[src/hdl/ucer_pkg.sv]
// ----------------------------------------------------------------------------
// ucer_pkg
// Types, codes and constant tables shared by the endpoint 0 responder.
// ----------------------------------------------------------------------------
package ucer_pkg;

  // Event kinds carried on the input tuser
  localparam logic [2:0] MODE_SETUP     = 3'd0;
  localparam logic [2:0] MODE_IN_EP0    = 3'd1;
  localparam logic [2:0] MODE_OUT_EP0   = 3'd2;
  localparam logic [2:0] MODE_IN_EP2    = 3'd3;
  localparam logic [2:0] MODE_BUS_RESET = 3'd4;

  // Standard and vendor request codes
  localparam logic [7:0] REQ_SET_ADDRESS       = 8'd5;
  localparam logic [7:0] REQ_GET_DESCRIPTOR    = 8'd6;
  localparam logic [7:0] REQ_GET_CONFIGURATION = 8'd8;
  localparam logic [7:0] REQ_SET_CONFIGURATION = 8'd9;
  localparam logic [7:0] RTYPE_VENDOR_READ     = 8'hC0;
  localparam logic [7:0] RTYPE_VENDOR_WRITE    = 8'h40;
  localparam logic [7:0] REQ_NONE              = 8'hFF;
  localparam logic [7:0] DESC_TYPE_DEVICE      = 8'd1;
  localparam logic [7:0] DESC_TYPE_CONFIG      = 8'd2;
  localparam logic [6:0] SETUP_LENGTH          = 7'd8;

  // Handshake and toggle codes
  localparam logic [1:0] RX_KEEP   = 2'd0;
  localparam logic [1:0] RX_ACK    = 2'd1;
  localparam logic [1:0] RX_STALL  = 2'd2;
  localparam logic [1:0] TX_KEEP   = 2'd0;
  localparam logic [1:0] TX_ACK    = 2'd1;
  localparam logic [1:0] TX_NAK    = 2'd2;
  localparam logic [1:0] TX_STALL  = 2'd3;
  localparam logic [1:0] TOG_KEEP  = 2'd0;
  localparam logic [1:0] TOG_SET   = 2'd1;
  localparam logic [1:0] TOG_CLEAR = 2'd2;
  localparam logic [1:0] TOG_FLIP  = 2'd3;

  // Descriptor layout
  localparam int          CHUNK_BYTES  = 8;
  localparam logic [7:0]  DEV_DESC_LEN = 8'd18;
  localparam logic [7:0]  CFG_DESC_LEN = 8'd39;
  localparam logic [5:0]  DEV_DESC_BASE = 6'd0;
  localparam logic [5:0]  CFG_DESC_BASE = 6'd18;
  localparam logic [5:0]  ROM_TOTAL     = 6'd57;

  // Vendor table
  localparam logic [5:0]  VENDOR_TABLE_BYTES = 6'd26;
  localparam logic [4:0]  CURSOR_STOP        = 5'd24;

  // Classified commands passed from front to back
  typedef logic [3:0] cmd_code_t;
  localparam cmd_code_t CMD_NONE       = 4'd0;
  localparam cmd_code_t CMD_SETUP_BAD  = 4'd1;
  localparam cmd_code_t CMD_STALL_REQ  = 4'd2;
  localparam cmd_code_t CMD_VENDOR_RD  = 4'd3;
  localparam cmd_code_t CMD_VENDOR_WR  = 4'd4;
  localparam cmd_code_t CMD_GET_DEV    = 4'd5;
  localparam cmd_code_t CMD_GET_CFG    = 4'd6;
  localparam cmd_code_t CMD_SET_ADDR   = 4'd7;
  localparam cmd_code_t CMD_GET_CONF   = 4'd8;
  localparam cmd_code_t CMD_SET_CONF   = 4'd9;
  localparam cmd_code_t CMD_IN_EP0     = 4'd10;
  localparam cmd_code_t CMD_OUT_EP0    = 4'd11;
  localparam cmd_code_t CMD_IN_EP2     = 4'd12;
  localparam cmd_code_t CMD_BUS_RESET  = 4'd13;

  typedef struct packed {
    cmd_code_t  code;
    logic [7:0] request_code;
    logic [7:0] value_low;
    logic [7:0] length_low;
  } cmd_t;

  // Result item; last member sits in the lowest bits
  typedef struct packed {
    logic        ep2_rearm;
    logic [6:0]  device_address;
    logic [63:0] ep0_tx_data;
    logic [3:0]  ep0_tx_length;
    logic        ep0_length_write;
    logic [1:0]  ep0_toggle;
    logic [1:0]  ep0_tx_reply;
    logic [1:0]  ep0_rx_reply;
  } result_t;

  localparam logic [7:0] DESC_ROM [64] = '{
    8'h12, 8'h01, 8'h10, 8'h01, 8'h02, 8'h00, 8'h02, 8'h08,
    8'h86, 8'h1A, 8'h23, 8'h75, 8'h04, 8'h03, 8'h00, 8'h00,
    8'h00, 8'h01,
    8'h09, 8'h02, 8'h27, 8'h00, 8'h01, 8'h01, 8'h00, 8'h80, 8'hF0,
    8'h09, 8'h04, 8'h00, 8'h00, 8'h03, 8'h02, 8'h01, 8'h02, 8'h00,
    8'h07, 8'h05, 8'h82, 8'h02, 8'h20, 8'h00, 8'h00,
    8'h07, 8'h05, 8'h02, 8'h02, 8'h20, 8'h00, 8'h00,
    8'h07, 8'h05, 8'h81, 8'h03, 8'h08, 8'h00, 8'h01,
    8'h00, 8'h00, 8'h00, 8'h00, 8'h00, 8'h00, 8'h00
  };

  localparam logic [7:0] VENDOR_TABLE [32] = '{
    8'h30, 8'h00, 8'hC3, 8'h00, 8'hFF, 8'hEC, 8'h9F, 8'hEC,
    8'hFF, 8'hEC, 8'hDF, 8'hEC, 8'hDF, 8'hEC, 8'hDF, 8'hEC,
    8'h9F, 8'hEC, 8'h9F, 8'hEC, 8'h9F, 8'hEC, 8'h9F, 8'hEC,
    8'hFF, 8'hEC, 8'h00, 8'h00, 8'h00, 8'h00, 8'h00, 8'h00
  };

  // Descriptor byte; past the end of the descriptors reads zero
  function automatic logic [7:0] rom_byte(input logic [5:0] pos);
    return (pos < ROM_TOTAL) ? DESC_ROM[pos] : 8'h00;
  endfunction

  // Vendor byte; index runs one past the cursor range
  function automatic logic [7:0] vendor_byte(input logic [5:0] idx);
    return (idx < VENDOR_TABLE_BYTES) ? VENDOR_TABLE[idx[4:0]] : 8'h00;
  endfunction

endpackage

[src/hdl/ucer_front.sv]
// ----------------------------------------------------------------------------
// ucer_front
// Decodes one token event and its setup fields into a command.
// ----------------------------------------------------------------------------
module ucer_front (
  input  logic [2:0]    mode,
  input  logic [6:0]    rx_length,
  input  logic [7:0]    request_type,
  input  logic [7:0]    request_code,
  input  logic [7:0]    value_low,
  input  logic [7:0]    value_high,
  input  logic [7:0]    length_low,
  output ucer_pkg::cmd_t cmd
);

  ucer_pkg::cmd_code_t code;

  // Classify the token event and, for a setup, its request
  always_comb begin
    code = ucer_pkg::CMD_NONE;
    priority if (mode == ucer_pkg::MODE_SETUP) begin
      priority if (rx_length != ucer_pkg::SETUP_LENGTH) begin
        code = ucer_pkg::CMD_SETUP_BAD;
      end else if (request_type == ucer_pkg::RTYPE_VENDOR_READ) begin
        code = ucer_pkg::CMD_VENDOR_RD;
      end else if (request_type == ucer_pkg::RTYPE_VENDOR_WRITE) begin
        code = ucer_pkg::CMD_VENDOR_WR;
      end else if (request_code == ucer_pkg::REQ_GET_DESCRIPTOR) begin
        priority if (value_high == ucer_pkg::DESC_TYPE_DEVICE) begin
          code = ucer_pkg::CMD_GET_DEV;
        end else if (value_high == ucer_pkg::DESC_TYPE_CONFIG) begin
          code = ucer_pkg::CMD_GET_CFG;
        end else begin
          code = ucer_pkg::CMD_STALL_REQ;
        end
      end else if (request_code == ucer_pkg::REQ_SET_ADDRESS) begin
        code = ucer_pkg::CMD_SET_ADDR;
      end else if (request_code == ucer_pkg::REQ_GET_CONFIGURATION) begin
        code = ucer_pkg::CMD_GET_CONF;
      end else if (request_code == ucer_pkg::REQ_SET_CONFIGURATION) begin
        code = ucer_pkg::CMD_SET_CONF;
      end else begin
        code = ucer_pkg::CMD_STALL_REQ;
      end
    end else if (mode == ucer_pkg::MODE_IN_EP0) begin
      code = ucer_pkg::CMD_IN_EP0;
    end else if (mode == ucer_pkg::MODE_OUT_EP0) begin
      code = ucer_pkg::CMD_OUT_EP0;
    end else if (mode == ucer_pkg::MODE_IN_EP2) begin
      code = ucer_pkg::CMD_IN_EP2;
    end else if (mode == ucer_pkg::MODE_BUS_RESET) begin
      code = ucer_pkg::CMD_BUS_RESET;
    end else begin
      code = ucer_pkg::CMD_NONE;
    end
  end

  // Bundle the command with the setup bytes the back end needs
  assign cmd.code         = code;
  assign cmd.request_code = request_code;
  assign cmd.value_low    = value_low;
  assign cmd.length_low   = length_low;

endmodule

[src/hdl/ucer_queue.sv]
// ----------------------------------------------------------------------------
// ucer_queue
// Two-entry command queue between the decoder and the executor.
// ----------------------------------------------------------------------------
module ucer_queue (
  input  logic           clk,
  input  logic           rst,
  input  logic           push,
  input  ucer_pkg::cmd_t push_cmd,
  output logic           not_full,
  input  logic           pop,
  output logic           not_empty,
  output ucer_pkg::cmd_t pop_cmd
);

  ucer_pkg::cmd_t entry [2];
  logic           wr_ptr;
  logic           rd_ptr;
  logic [1:0]     count;

  assign not_full  = (count != 2'd2);
  assign not_empty = (count != 2'd0);
  assign pop_cmd   = entry[rd_ptr];

  // Store incoming commands
  always_ff @(posedge clk) begin
    if (push) begin
      entry[wr_ptr] <= push_cmd;
    end
  end

  // Advance pointers and occupancy
  always_ff @(posedge clk) begin
    if (rst) begin
      wr_ptr <= 1'b0;
      rd_ptr <= 1'b0;
      count  <= 2'd0;
    end else begin
      if (push) begin
        wr_ptr <= ~wr_ptr;
      end
      if (pop) begin
        rd_ptr <= ~rd_ptr;
      end
      unique case ({push, pop})
        2'b10:   count <= count + 2'd1;
        2'b01:   count <= count - 2'd1;
        default: count <= count;
      endcase
    end
  end

endmodule

[src/hdl/ucer_back.sv]
// ----------------------------------------------------------------------------
// ucer_back
// Executes one command per cycle, while the result register is free or
// draining, against the endpoint state and registers the result beat.
// ----------------------------------------------------------------------------
module ucer_back (
  input  logic              clk,
  input  logic              rst,
  input  logic              cmd_valid,
  input  ucer_pkg::cmd_t    cmd,
  output logic              cmd_pop,
  output logic              out_valid,
  input  logic              out_ready,
  output ucer_pkg::result_t out_result
);

  logic [4:0] vendor_cursor;
  logic [7:0] stored_request;
  logic [7:0] remaining_length;
  logic [5:0] rom_position;
  logic [7:0] configuration_value;
  logic [6:0] address_register;

  logic [4:0] vendor_cursor_next;
  logic [7:0] stored_request_next;
  logic [7:0] remaining_length_next;
  logic [5:0] rom_position_next;
  logic [7:0] configuration_value_next;
  logic [6:0] address_register_next;

  ucer_pkg::result_t result;

  logic        chunk_use;
  logic [5:0]  chunk_pos;
  logic [7:0]  chunk_rem;
  logic [3:0]  chunk_len;
  logic [63:0] chunk_data;
  logic [7:0]  dev_rem;
  logic [7:0]  cfg_rem;
  logic [5:0]  vendor_idx;

  // Take a command whenever the output register is free or draining
  assign cmd_pop = cmd_valid && (!out_valid || out_ready);

  // Clamp requested lengths to the descriptor sizes
  assign dev_rem = (cmd.length_low > ucer_pkg::DEV_DESC_LEN) ?
                   ucer_pkg::DEV_DESC_LEN : cmd.length_low;
  assign cfg_rem = (cmd.length_low > ucer_pkg::CFG_DESC_LEN) ?
                   ucer_pkg::CFG_DESC_LEN : cmd.length_low;

  // Select where the descriptor chunk starts
  always_comb begin
    chunk_pos = rom_position;
    chunk_rem = remaining_length;
    if (cmd.code == ucer_pkg::CMD_GET_DEV) begin
      chunk_pos = ucer_pkg::DEV_DESC_BASE;
      chunk_rem = dev_rem;
    end else if (cmd.code == ucer_pkg::CMD_GET_CFG) begin
      chunk_pos = ucer_pkg::CFG_DESC_BASE;
      chunk_rem = cfg_rem;
    end
  end

  assign chunk_len = (chunk_rem >= 8'(ucer_pkg::CHUNK_BYTES)) ?
                     4'(ucer_pkg::CHUNK_BYTES) : chunk_rem[3:0];

  // Gather up to eight ROM bytes, zero beyond the chunk length
  always_comb begin
    for (int i = 0; i < ucer_pkg::CHUNK_BYTES; i++) begin
      chunk_data[8*i +: 8] = (4'(i) < chunk_len) ?
                             ucer_pkg::rom_byte(6'(chunk_pos + 6'(i))) : 8'h00;
    end
  end

  assign vendor_idx = {1'b0, vendor_cursor};

  // Execute the command
  always_comb begin
    vendor_cursor_next       = vendor_cursor;
    stored_request_next      = stored_request;
    remaining_length_next    = remaining_length;
    rom_position_next        = rom_position;
    configuration_value_next = configuration_value;
    address_register_next    = address_register;
    result                   = '0;
    chunk_use                = 1'b0;

    unique case (cmd.code)
      ucer_pkg::CMD_SETUP_BAD: begin
        stored_request_next = ucer_pkg::REQ_NONE;
        result.ep0_rx_reply = ucer_pkg::RX_STALL;
        result.ep0_tx_reply = ucer_pkg::TX_STALL;
        result.ep0_toggle   = ucer_pkg::TOG_SET;
      end
      ucer_pkg::CMD_STALL_REQ: begin
        remaining_length_next = cmd.length_low;
        stored_request_next   = ucer_pkg::REQ_NONE;
        result.ep0_rx_reply   = ucer_pkg::RX_STALL;
        result.ep0_tx_reply   = ucer_pkg::TX_STALL;
        result.ep0_toggle     = ucer_pkg::TOG_SET;
      end
      ucer_pkg::CMD_VENDOR_RD, ucer_pkg::CMD_VENDOR_WR, ucer_pkg::CMD_GET_DEV,
      ucer_pkg::CMD_GET_CFG, ucer_pkg::CMD_SET_ADDR, ucer_pkg::CMD_GET_CONF,
      ucer_pkg::CMD_SET_CONF: begin
        remaining_length_next   = cmd.length_low;
        stored_request_next     = cmd.request_code;
        result.ep0_rx_reply     = ucer_pkg::RX_ACK;
        result.ep0_tx_reply     = ucer_pkg::TX_ACK;
        result.ep0_toggle       = ucer_pkg::TOG_SET;
        result.ep0_length_write = 1'b1;
        if (cmd.code == ucer_pkg::CMD_VENDOR_RD) begin
          result.ep0_tx_length = 4'd2;
          result.ep0_tx_data   = {48'h0,
                                  ucer_pkg::vendor_byte(vendor_idx + 6'd1),
                                  ucer_pkg::vendor_byte(vendor_idx)};
          vendor_cursor_next   = (vendor_cursor < ucer_pkg::CURSOR_STOP) ?
                                 vendor_cursor + 5'd2 : ucer_pkg::CURSOR_STOP;
        end else if (cmd.code == ucer_pkg::CMD_GET_DEV ||
                     cmd.code == ucer_pkg::CMD_GET_CFG) begin
          chunk_use = 1'b1;
        end else if (cmd.code == ucer_pkg::CMD_SET_ADDR) begin
          remaining_length_next = cmd.value_low;
        end else if (cmd.code == ucer_pkg::CMD_GET_CONF) begin
          if (cmd.length_low != 8'd0) begin
            result.ep0_tx_length = 4'd1;
            result.ep0_tx_data   = {56'h0, configuration_value};
          end
        end else if (cmd.code == ucer_pkg::CMD_SET_CONF) begin
          configuration_value_next = cmd.value_low;
        end
      end
      ucer_pkg::CMD_IN_EP0: begin
        priority if (stored_request == ucer_pkg::REQ_GET_DESCRIPTOR) begin
          chunk_use               = 1'b1;
          result.ep0_length_write = 1'b1;
          result.ep0_toggle       = ucer_pkg::TOG_FLIP;
        end else if (stored_request == ucer_pkg::REQ_SET_ADDRESS) begin
          address_register_next = remaining_length[6:0];
          result.ep0_rx_reply   = ucer_pkg::RX_ACK;
          result.ep0_tx_reply   = ucer_pkg::TX_NAK;
          result.ep0_toggle     = ucer_pkg::TOG_CLEAR;
        end else begin
          result.ep0_length_write = 1'b1;
          result.ep0_rx_reply     = ucer_pkg::RX_ACK;
          result.ep0_tx_reply     = ucer_pkg::TX_NAK;
          result.ep0_toggle       = ucer_pkg::TOG_CLEAR;
        end
      end
      ucer_pkg::CMD_OUT_EP0: begin
        result.ep0_length_write = 1'b1;
        result.ep0_rx_reply     = ucer_pkg::RX_ACK;
        result.ep0_tx_reply     = ucer_pkg::TX_ACK;
        result.ep0_toggle       = ucer_pkg::TOG_CLEAR;
      end
      ucer_pkg::CMD_IN_EP2: begin
        result.ep2_rearm = 1'b1;
      end
      ucer_pkg::CMD_BUS_RESET: begin
        address_register_next = 7'd0;
      end
      default: begin
      end
    endcase

    // Send a descriptor chunk and advance the ROM window
    if (chunk_use) begin
      result.ep0_tx_length  = chunk_len;
      result.ep0_tx_data    = chunk_data;
      remaining_length_next = chunk_rem - {4'd0, chunk_len};
      rom_position_next     = 6'(chunk_pos + {2'd0, chunk_len});
    end

    result.device_address = address_register_next;
  end

  // Update endpoint state on each executed command
  always_ff @(posedge clk) begin
    if (rst) begin
      vendor_cursor       <= 5'd0;
      stored_request      <= 8'd0;
      remaining_length    <= 8'd0;
      rom_position        <= 6'd0;
      configuration_value <= 8'd0;
      address_register    <= 7'd0;
    end else if (cmd_pop) begin
      vendor_cursor       <= vendor_cursor_next;
      stored_request      <= stored_request_next;
      remaining_length    <= remaining_length_next;
      rom_position        <= rom_position_next;
      configuration_value <= configuration_value_next;
      address_register    <= address_register_next;
    end
  end

  // Hold the result beat until taken
  always_ff @(posedge clk) begin
    if (rst) begin
      out_valid <= 1'b0;
    end else if (cmd_pop) begin
      out_valid <= 1'b1;
    end else if (out_ready) begin
      out_valid <= 1'b0;
    end
  end

  always_ff @(posedge clk) begin
    if (cmd_pop) begin
      out_result <= result;
    end
  end

  // Vendor cursor walks even positions and parks at its stop
  a_cursor_range: assert property (@(posedge clk) disable iff (rst)
    (vendor_cursor[0] == 1'b0) && (vendor_cursor <= ucer_pkg::CURSOR_STOP))
    else $error("vendor cursor out of range");

  // A bus reset leaves the address cleared
  a_bus_reset: assert property (@(posedge clk) disable iff (rst)
    (cmd_pop && cmd.code == ucer_pkg::CMD_BUS_RESET) |=>
      (address_register == 7'd0 && out_result.device_address == 7'd0))
    else $error("address not cleared by bus reset");

  // Transmit length never exceeds one chunk and needs a length write
  a_tx_length: assert property (@(posedge clk) disable iff (rst)
    out_valid |-> (out_result.ep0_tx_length <= 4'(ucer_pkg::CHUNK_BYTES)) &&
                  (out_result.ep0_length_write || out_result.ep0_tx_length == 4'd0))
    else $error("bad transmit length");

  // A stalled result is not overwritten
  a_hold: assert property (@(posedge clk) disable iff (rst)
    (out_valid && !out_ready) |=> (out_valid && $stable(out_result)))
    else $error("pending result lost");

endmodule

[src/hdl/usb_control_endpoint_responder.sv]
// ----------------------------------------------------------------------------
// usb_control_endpoint_responder
// Endpoint 0 control responder: decodes token events and answers each one
// with one beat of handshake, toggle, length and data actions.
// ----------------------------------------------------------------------------
// Each accepted token event yields exactly one result beat. The block takes
// one event per clock while the queue has room; the event waits in the
// two-entry command queue behind the decoder, then the executor registers
// the result. The executor reads the descriptor ROM for a whole 8-byte
// chunk combinationally, so descriptor transfers run at the same rate as
// every other event. Input stalls only when the queue is full because the
// result beat is held by the consumer.
module usb_control_endpoint_responder (
  input  logic        clk,
  input  logic        rst,
  // tuser: mode[2:0]
  // tdata: rx_length[6:0], request_type[14:7], request_code[22:15],
  //        value_low[30:23], value_high[38:31], length_low[46:39], pad[47]
  input  logic        s_tvalid,
  output logic        s_tready,
  input  logic [47:0] s_tdata,
  input  logic [2:0]  s_tuser,
  // tdata: ep0_rx_reply[1:0], ep0_tx_reply[3:2], ep0_toggle[5:4],
  //        ep0_length_write[6], ep0_tx_length[10:7], ep0_tx_data[74:11],
  //        device_address[81:75], ep2_rearm[82], pad[87:83]
  output logic        m_tvalid,
  input  logic        m_tready,
  output logic [87:0] m_tdata
);

  ucer_pkg::cmd_t    front_cmd;
  ucer_pkg::cmd_t    queue_cmd;
  ucer_pkg::result_t result;
  logic              queue_not_full;
  logic              queue_not_empty;
  logic              queue_pop;

  // Decode the incoming event
  ucer_front u_front (
    .mode         (s_tuser),
    .rx_length    (s_tdata[6:0]),
    .request_type (s_tdata[14:7]),
    .request_code (s_tdata[22:15]),
    .value_low    (s_tdata[30:23]),
    .value_high   (s_tdata[38:31]),
    .length_low   (s_tdata[46:39]),
    .cmd          (front_cmd)
  );

  assign s_tready = queue_not_full;

  // Buffer commands between decoder and executor
  ucer_queue u_queue (
    .clk       (clk),
    .rst       (rst),
    .push      (s_tvalid && queue_not_full),
    .push_cmd  (front_cmd),
    .not_full  (queue_not_full),
    .pop       (queue_pop),
    .not_empty (queue_not_empty),
    .pop_cmd   (queue_cmd)
  );

  // Execute commands and register results
  ucer_back u_back (
    .clk        (clk),
    .rst        (rst),
    .cmd_valid  (queue_not_empty),
    .cmd        (queue_cmd),
    .cmd_pop    (queue_pop),
    .out_valid  (m_tvalid),
    .out_ready  (m_tready),
    .out_result (result)
  );

  assign m_tdata = {5'd0, result};

endmodule

[config.mk]
export PLATFORM = sky130hd
export DESIGN_NAME = usb_control_endpoint_responder
export DESIGN_NICKNAME = d
export VERILOG_FILES = /design/src/hdl/ucer_pkg.sv /design/src/hdl/ucer_front.sv /design/src/hdl/ucer_queue.sv /design/src/hdl/ucer_back.sv /design/src/hdl/usb_control_endpoint_responder.sv
export SDC_FILE = /design/constraint.sdc
export NUM_CORES = 1
export LEC_CHECK = 0
export CAP_MARGIN = 40
export CORE_MARGIN = 3
export CORE_UTILIZATION = 50
export CTS_CLUSTER_SIZE = 12
export DETAILED_ROUTE_END_ITERATION = 6
export DONT_BUFFER_PORTS = 1
export PLACE_DENSITY = 0.75
export SYNTH_ARGS = -nofsm -noshare
export SYNTH_HDL_FRONTEND = slang
export SYNTH_SLANG_ARGS = --single-unit
[constraint.sdc]
create_clock -name clk -period 4.5 [get_ports clk]
set_clock_uncertainty 0.15 [all_clocks]
set_input_delay 0.45 -clock clk [delete_from_list [all_inputs] [get_ports clk]]
set_output_delay 0.45 -clock clk [all_outputs]
set_load 0.01 [all_outputs]
# Word level (Yosys, flattened, before mapping)
# Memories as Yosys holds them, arrays and structs flattened. A register that Yosys moved wholly into a read port is not among the register bits.
# Cells that the tools add are included.
# word_totals
reg_bits	130
ramBits	56
mem_bits_ro	4608
in_bits	55
wordCells	234
memories	11
# memory_table
memory	words	word_bits	rd	rd_clocked_by_memory_dff	wr	line	text
(name not given)	64	8	1	0	0	ucer_pkg.sv:108	return (pos < ROM_TOTAL) ? DESC_ROM[pos] : 8'h00;
(name not given)	64	8	1	0	0	ucer_pkg.sv:108	
(name not given)	64	8	1	0	0	ucer_pkg.sv:108	
(name not given)	64	8	1	0	0	ucer_pkg.sv:108	
(name not given)	64	8	1	0	0	ucer_pkg.sv:108	
(name not given)	64	8	1	0	0	ucer_pkg.sv:108	
5 more memories	-	-	-	-	-	-	
# classes
addsub	13
magnitude_cmp	32
n_eq_ne	31
n_mux	93
bitwise_logic	16
n_reduce_logical	20
# ops
cell	n
$mux W68	6
$mux W8	46
$mux W4	15
$ge A7 B7 Y1 const B	8
$not A6 Y7	8
$lt A6 B6 Y1 const B	8
$eq A8 B3 Y1 const B	4
$pmux W8 S2	2
$add A6 B3 Y6 const B	4
$eq A4 B4 Y1 const B	6
$pmux W6 S4	1
$eq A4 B3 Y1 const B	4
$eq A8 B4 Y1 const B	2
$lt A3 B4 Y1 const A	4
$mux W7	2
$pmux W7 S2	1
$add A6 B2 Y6 const B	2
$ge A6 B6 Y1 const B	2
$mux W12	1
$mux W6	2
$not A5 Y6	2
$mux W1	11
$lt A5 B5 Y1 const B	2
$eq A4 B2 Y1 const B	2
43 further kinds	60

# Logic depth before layout (Yosys ltp)
# Gate-level depths: netlist of run 1.
# depth
depth_word	11
mapped_depth	20

# Cells and area by module
# From an unflattened synthesis of run 1, not the netlist that was laid out.
# hier_totals
cells_unflattened	1519
area_unflattened_um2	13256.5
# modules_own_cells
mod	n_inst	cells_each	area_per_inst_um2
ucer_back	1	1337	10486.3
ucer_queue	1	109	2222.1
ucer_front	1	66	500.5
usb_control_endpoint_responder	1	7	47.5

# Least setup slack after synthesis of run 1
# No wires, ideal clock.
# synth_path
kind	input port to flip-flop
startpoint	in m_tready
endpoint	reg u_queue.count[1]
setup_ps	70
t_arrival_ps	4402
path_slack_ps	-123
path_stages	7
path_buffers	1
path_cell_list	nand2b_1 o21ai_0 inv_1 clkbuf_1 ha_1 or3_1 a21oi_1
# synth_between
elab_chain_cells	4
word_cells_on_any_way	6
classes_between	eq/ne (2); mux (1); reduce/logical (3)
# synth_lines
item	line	text
from (decl)	usb_control_endpoint_responder.sv:27	input logic m_tready,
$logic_or A1 B1 Y1 *	ucer_back.sv:43	assign cmd_pop = cmd_valid && (!out_valid || out_ready);
$logic_and A1 B1 Y1 *	ucer_back.sv:43	
net queue_pop	usb_control_endpoint_responder.sv:36	logic queue_pop;
$eq A2 B1 Y1 / $eq A2 B2 Y1 (equally long branches)	ucer_queue.sv:45	unique case ({push, pop})
$pmux W2 S2 / $reduce_bool A2 Y1 (equally long branches)	-	
to (signal assigned)	ucer_queue.sv:46	2'b10: count <= count + 2'd1;
to (signal assigned)	ucer_queue.sv:47	2'b01: count <= count - 2'd1;
to (signal assigned)	ucer_queue.sv:48	default: count <= count;
to (decl)	ucer_queue.sv:19	logic [1:0] count;
# Mark *: on every way through the listed nets, which the timed path passes. The rest lies on a longest branch.
# A chain may end at the register's enable or synchronous reset.

==> results.py, run 1 <==
metrics = {
    "logic_synthesis": {
        "synth_cell_types": 91,
        "yosysWarnings": 0,
        "avgSynthCellArea_um2": 8.78,
        "ys_ff_latch": 186,
        "synth_edf_count": 139,
        "ys_seq_area_share_pct": 40.4,
        "synthFlopType": "edfxtp_1",
        "postSynthCellCount": 1444,
        "syn_area_um2": 12700,
        "ys_async_sr_fraction_pct": 0,
    },
    "clock_tree": {
        "cts_buffer_depth": 2,
        "cts.htree.levels": 4,
        "insertion_delay_ps": 450,
        "numCtsBuffers": 17,
        "clock-root-buffer": "clkbuf_16",
        "cts_setup_buffers": 0,
        "clkTransAtPathRegs_ps": 90,
        "numClockSinks": 186,
        "cts_tree": "done",
    },
    "detailed_routing": {
        "routed.top_layer": "met4",
        "route.met3.wl_um": 2730,
        "drt-initial-drc-count": 1615,
        "drc": 0,
        "antenna_left": 0,
        "wl_um": 37500,
        "avgRoutedWirePerCell_um": 21.0,
        "wl_met1_um": 15400,
        "wl_met2_um": 17900,
        "vias": 11637,
        "via_per_inst": 6.51,
        "firstDrtPassIters": 6,
    },
    "final_layout": {
        "final_cell_mix": "nand2_1 (171), edfxtp_1 (139), nor2_1 (134)",
        "fin_area_um2": 14100,
        "seqCellArea_um2": 5120,
        "layout_commonest_cell": "nand2_1",
        "final_nets": 1545,
        "fillers": 2185,
        "layoutNonFillerInstCount": 1787,
        "multi_input_area_um2": 6960,
        "num_antenna_cells": 0,
        "syn_to_final_growth_pct": 11.2,
        "drive_above_1_share_pct": 11.0,
        "post-route-util_pct": 57.3,
    },
    "hold_path": {
        "hold_path.class": "input port to register",
    },
    "worst_setup_path": {
        "cp_max_fo": 28,
        "cp.arrival_ps": 4430,
        "critPathLaunchType": "register",
        "crit_required_ps": 4750,
        "critPathKind": "register to register",
        "end_kind": "register",
    },
    "timing": {
        "fmax_ghz": 0.239,
        "tightestPinTransition_ps": 877,
        "finalHoldViolCount": 0,
        "hold_slack_ps": 8.54,
        "slew_violations": 0,
        "finalSetupViolations": 0,
        "rsz0062_at_grt": "false",
        "relSlewSlack_pct": 41.5,
        "final.setup.tns_ps": 0,
        "finalCritPeriodShare_pct": 93.0,
        "period_minus_slack_ps": 4180,
    },
    "run": {
        "max-cap-violations": 0,
    },
    "floorplanning": {
        "die_y_um": 165,
        "fp-row-count": 57,
        "ios": 145,
        "start_util_pct": 51.5,
        "die-area_um2": 27300,
        "die_x_um": 165,
        "core_area_um2": 24600,
    },
    "placement": {
        "placed_area_um2": 13200,
        "numPortBuffers": 0,
        "gp_congestion": 0.964,
        "dp_hpwl_um": 26100,
        "dp_cells": 1730,
    },
    "global_routing": {
        "antenna_found_initial": 0,
        "grt.total_usage_pct": 27.1,
        "grt_pass1_wl_um": 58700,
        "grt_max_degree": 51,
        "grt-ovfl-total": 0,
        "first_global_vias": 10906,
    },
    "pwr": {
        "power_density_nw_per_um2": 524,
        "vdd_ir_drop_max_v": 0.000340,
        "leakage_nw": 4.77,
    },
    "status": {
        "status": "finished clean",
    },
}
sequential cells by signal (all words and copies together), names as in the netlist, named ones only:
| name | count |
|---|---|
| u_queue.count | 2 |
| u_queue.entry | 56 |
| u_back.address_register | 7 |
| u_back.out_result | 83 |
| u_back.configuration_value | 8 |
| u_queue.wr_ptr | 1 |
| u_back.out_valid | 1 |
| u_queue.rd_ptr | 1 |
| u_back.rom_position | 6 |
| u_back.stored_request | 8 |
| u_back.remaining_length | 8 |
| u_back.vendor_cursor | 4 |
worst max-delay path: stages (launching register included):
cell and delay [ps]:
dfxtp_2 530, buf_4 390, or4b_1 490, a21oi_1 300, mux2_2 260, and3_1 360, inv_2 180, nor2_1 220
ha_1 260, a21o_1 150, a21oi_1 240, nor2b_1 70, nor2_1 90, nor2_1 60, o21ai_0 160, a22oi_1 90
nor2_1 110
area by class of cell:
cell class / instances / share of cell area (%)
clock inverter: 14 / 1.31
multi-input combinational: 1109 / 49.4
inverter: 32 / 0.870
sequential: 186 / 36.3
timing repair buffer: 104 / 6.15
clock buffer: 18 / 3.12
tap: 324 / 2.88
kinds of logic (layout without fill, tap and decap cells):
kind of cell / Yosys count / in the layout / synth area share (%)
DFF: 186 / 186 / 40.4
adders and majority gates: 40 / 40 / 4.01
AOI/OAI and AO/OA: 466 / 466 / 24.1
muxes: 49 / 49 / 4.67
buffers and inverters: 153 / 168 / 4.98
and+or+nand+nor: 498 / 498 / 18.2
other: 2 / 6 / 0.0593
xor gates and xnor gates: 50 / 50 / 3.57
routing by layer:
layer  up-vias  track usage (%)
li1       5417                -
met1      5504             35.3
met2       615             45.0
met3       101             4.49
met4         0             10.6
met5         -                0
cells in the mapped netlist, types with 8 or more instances:
master	instances	area, um^2
a211oi_1	32	240
buf_2	9	45.0
edfxtp_1	139	4170
nor2_1	135	507
o22ai_1	19	119
clkbuf_1	96	360
xnor2_1	35	307
a311oi_1	8	70.1
o21ai_0	95	475
inv_1	26	97.6
ha_1	39	488
mux2i_1	31	310
a221oi_1	18	158
dfxtp_1	47	941
and2_1	10	62.6
o21a_1	9	67.6
a31oi_1	25	156
nand2b_1	16	100
a22o_1	8	70.1
nor4_1	12	75.1
o221ai_1	9	78.8
buf_4	8	60.1
mux2_2	11	124
o211ai_1	19	143
o31ai_1	9	67.6
nor3_1	47	235
nand2_1	171	642
nand3_1	42	210
xor2_1	13	114
a21oi_1	130	651
or3_1	11	68.8
nor2b_1	10	62.6
power by group:
| group | switching [mW] | internal, mW |
|---|---|---|
| Clock | 0.834 | 0.785 |
| Sequential | 0.410 | 2.48 |
| Combinational | 1.90 | 0.984 |
worst paths after layout:
check,startpoint,cells after the start,slack [ps],to
setup / recovery,register,16,320,u_back.rom_position[5]$_SDFFE_PP0P_
hold / removal,rst,1,9,u_back.remaining_length[6]$_SDFFE_PP0P_
hold reg to reg,u_back.address_register[1]$_SDFFE_PP0P_,2,310,u_back.address_register[1]$_SDFFE_PP0P_
setup reg to reg,register,16,320,u_back.rom_position[5]$_SDFFE_PP0P_
stage by stage:
step           setup WS [ps]  power, mW
6_report                 317       7.39
5_1_grt                 27.1       7.80
4_1_cts                  357       7.38
3_5_place_dp             376       5.74
3_3_place_gp             462       5.67
2_1_floorplan            199       4.94
what timing repair did:
action	in CTS	in global routing
hold buffers	25	0
hold endpoints to repair	93	0
setup endpoints to repair	0	1
resized for setup	0	1
(Power assumes the default switching activity.)
==> run 2: changes to the inputs <==
- ABC_AREA: default -> 1
- GPL_ROUTABILITY_DRIVEN: default -> 0
==> run 2 against run 1 <==
The flow now finishes with violations (DRC). Largest cell class unchanged. Final area decreased by 3.4%. Die area decreased by 2.0%. Clock-buffer cell count decreased by 1. Highest routed layer unchanged. Final cell count increased by 10%. Utilization decreased by 1.4 points. Routed wire length decreased by 8.7%. Critical path depth decreased by 1.
==> results.py, run 2 <==
metrics = {
    "status": {
        "status": "complete, but fails checks",
        "violations": "DRC",
    },
    "logic_synthesis": {
        "syn_area_um2": 12400,
        "synth_cell_types": 59,
        "synth_top_family_by_area": "simple AND/OR/NAND/NOR gates",
        "ys_seq_area_share_pct": 41.2,
        "ys_top_cells_by_count": "nand2_1 (366), inv_1 (169), nor2_1 (151)",
        "muxShareOfSynthArea_pct": 0.484,
        "synth_area_leader_cell": "edfxtp_1",
        "synth_edf_count": 139,
        "synth_compound_area_share_pct": 18.8,
        "yosysMostFrequentCell": "nand2_1",
        "yosys-top-cells-area": "edfxtp_1 (34%), nand2_1 (11%), dfxtp_1 (7.6%)",
        "synth_top_area_share_pct": 33.6,
        "synth_xor_area_share_pct": 1.71,
        "synth_fa_ha_area_share_pct": 4.09,
        "yosysWarnings": 0,
        "synthFlopType": "edfxtp_1",
        "ys_async_sr_fraction_pct": 0,
        "postSynthCellCount": 1619,
        "avgSynthCellArea_um2": 7.67,
        "synth_simple_gate_area_share_pct": 25.1,
        "ys_ff_latch": 186,
    },
    "placement": {
        "dp_hpwl_um": 24200,
        "numPortBuffers": 0,
        "place_ws_ps": 632,
    },
    "timing": {
        "tightestPinTransition_ps": 833,
        "rsz0062_at_grt": "false",
        "finalSetupViolations": 0,
        "fmax_ghz": 0.252,
        "relSlewSlack_pct": 44.3,
        "period_minus_slack_ps": 3970,
        "final.setup.tns_ps": 0,
        "slew_violations": 0,
        "finalHoldViolCount": 0,
        "layout_setup_ws_ps": 533,
        "finalCritPeriodShare_pct": 88.2,
    },
    "clock_tree": {
        "cts_buffer_depth": 2,
        "cts_setup_buffers": 0,
        "clock-root-buffer": "clkbuf_16",
        "post_cts_resized": 0,
        "hold_buffers": 25,
        "cts.htree.levels": 4,
        "cts_tree": "done",
        "clkTransAtPathRegs_ps": 90,
        "insertion_delay_ps": 460,
        "numClockSinks": 186,
        "numCtsBuffers": 17,
    },
    "detailed_routing": {
        "drc": 1,
        "via_per_inst": 5.89,
        "firstDrtPassIters": 7,
        "wl_um": 34200,
        "drt-initial-drc-count": 1284,
        "vias": 11587,
        "avgRoutedWirePerCell_um": 17.4,
        "antenna_left": 0,
    },
    "pwr": {
        "leakage_nw": 5.53,
        "power_density_nw_per_um2": 740,
        "vdd_ir_drop_max_v": 0.000365,
    },
    "hold_path": {
        "hold_path.class": "input port to register",
        "hold_depth": 3,
    },
    "global_routing": {
        "antenna_found_initial": 0,
        "grt_pass1_wl_um": 55100,
        "grt.total_usage_pct": 25.7,
        "grt-ovfl-total": 0,
        "first_global_vias": 10898,
        "grt_max_degree": 54,
    },
    "final_layout": {
        "syn_to_final_growth_pct": 9.70,
        "final_cell_mix": "nand2_1 (366), inv_1 (169), nor2_1 (149)",
        "largest_reg_flops": 83,
        "drive_above_1_share_pct": 9.00,
        "fillers": 2245,
        "post-route-util_pct": 55.8,
        "num_antenna_cells": 0,
        "final_nets": 1726,
        "regMostFlops": "u_back.out_result",
        "layout_commonest_cell": "nand2_1",
        "reg_top3": "u_back.out_result (83), u_queue.entry (56)",
    },
    "floorplanning": {
        "ios": 145,
        "fp-row-count": 57,
        "die-area_um2": 26800,
        "start_util_pct": 50.9,
        "die_x_um": 164,
        "die_y_um": 164,
        "core_area_um2": 24400,
    },
    "worst_setup_path": {
        "cp_max_fo": 24,
        "cp.arrival_ps": 4020,
        "critPathLaunchType": "register",
        "r2r.worst_path.cells": 15,
        "crit_required_ps": 4550,
        "end_kind": "register",
        "critPathKind": "register to register",
    },
    "run": {
        "max-cap-violations": 0,
    },
}
==> run 2: cell families (layout without fill, tap and decap cells) <==
| logic type | count (synthesis) | after routing |
|---|---|---|
| buffers and inverters | 254 | 275 |
| multiplexers | 6 | 6 |
| other | 2 | 6 |
| AND/OR/NAND/NOR | 710 | 710 |
| flip-flops | 186 | 186 |
| XOR/XNOR | 14 | 14 |
| AO/OA/AOI/OAI | 407 | 407 |
| adder cells (fa/ha/maj) | 40 | 40 |
==> run 2: per-layer routing <==
| layer | GRT usage, % | vias to the layer above | wire length [um] |
|---|---|---|---|
| met5 | 0 | - | 0 |
| met4 | 12.3 | 0 | 1530 |
| met3 | 4.34 | 121 | 2660 |
| met2 | 43.4 | 624 | 16400 |
| met1 | 31.9 | 5300 | 13600 |
| li1 | - | 5542 | - |
==> run 2: per-stage QoR <==
step                      instance area [um^2]  hold slack (ps)  total power, mW  instances
after global routing                     13600             22.0             10.8       1968
final                                    13600             17.3             10.1       1968
after detailed placement                 12700              289             8.26       1911
after global placement                   12700              285             8.20       1910
after floorplan                          12400              272             7.04       1623
after CTS                                13600             5.57             9.98       1968
==> run 2: area by class of cell <==
class                           instances  area, um^2  share of cell area (%)
Sequential cell                       186        5110                    37.5
Inverter                              195         734                    5.39
Tap cell                              324         405                    2.98
Clock buffer                           17         425                    3.12
Multi-Input combinational cell       1183        6270                    46.0
Timing Repair Buffer                   48         443                    3.25
Clock inverter                         15         231                    1.70
==> run 2: report_power, final <==
group | total (mW) | switching, mW | internal [mW]
clock network | 1.66 | 0.859 | 0.798
logic | 5.42 | 3.91 | 1.51
registers | 3.00 | 0.417 | 2.59
total | 10.1 | 5.18 | 4.90
==> run 2: path summary, 6_finish.rpt <==
check | startpoint | endpoint | slack [ps]
max reg2reg | register | u_back.out_result[55]$_SDFFCE_PP0P_ | 530
min reg2reg | u_back.configuration_value[2]$_SDFFE_PP0P_ | u_back.configuration_value[2]$_SDFFE_PP0P_ | 300
min | rst | u_back.address_register[3]$_SDFFE_PP0P_ | 20
max | register | u_back.out_result[55]$_SDFFCE_PP0P_ | 530
==> run 2: critical path: stages (launching register included) <==
cell and delay (ps):
dfxtp_1 360, buf_4 310, nand2_1 130, nand2_2 160, nor2_1 70, nand2_2 120, nand2_2 160, nor2_4 190
inv_2 200, ha_1 290, a21oi_1 350, xor2_2 570, inv_1 240, nand3_1 180, a21boi_0 190, nor3_1 70
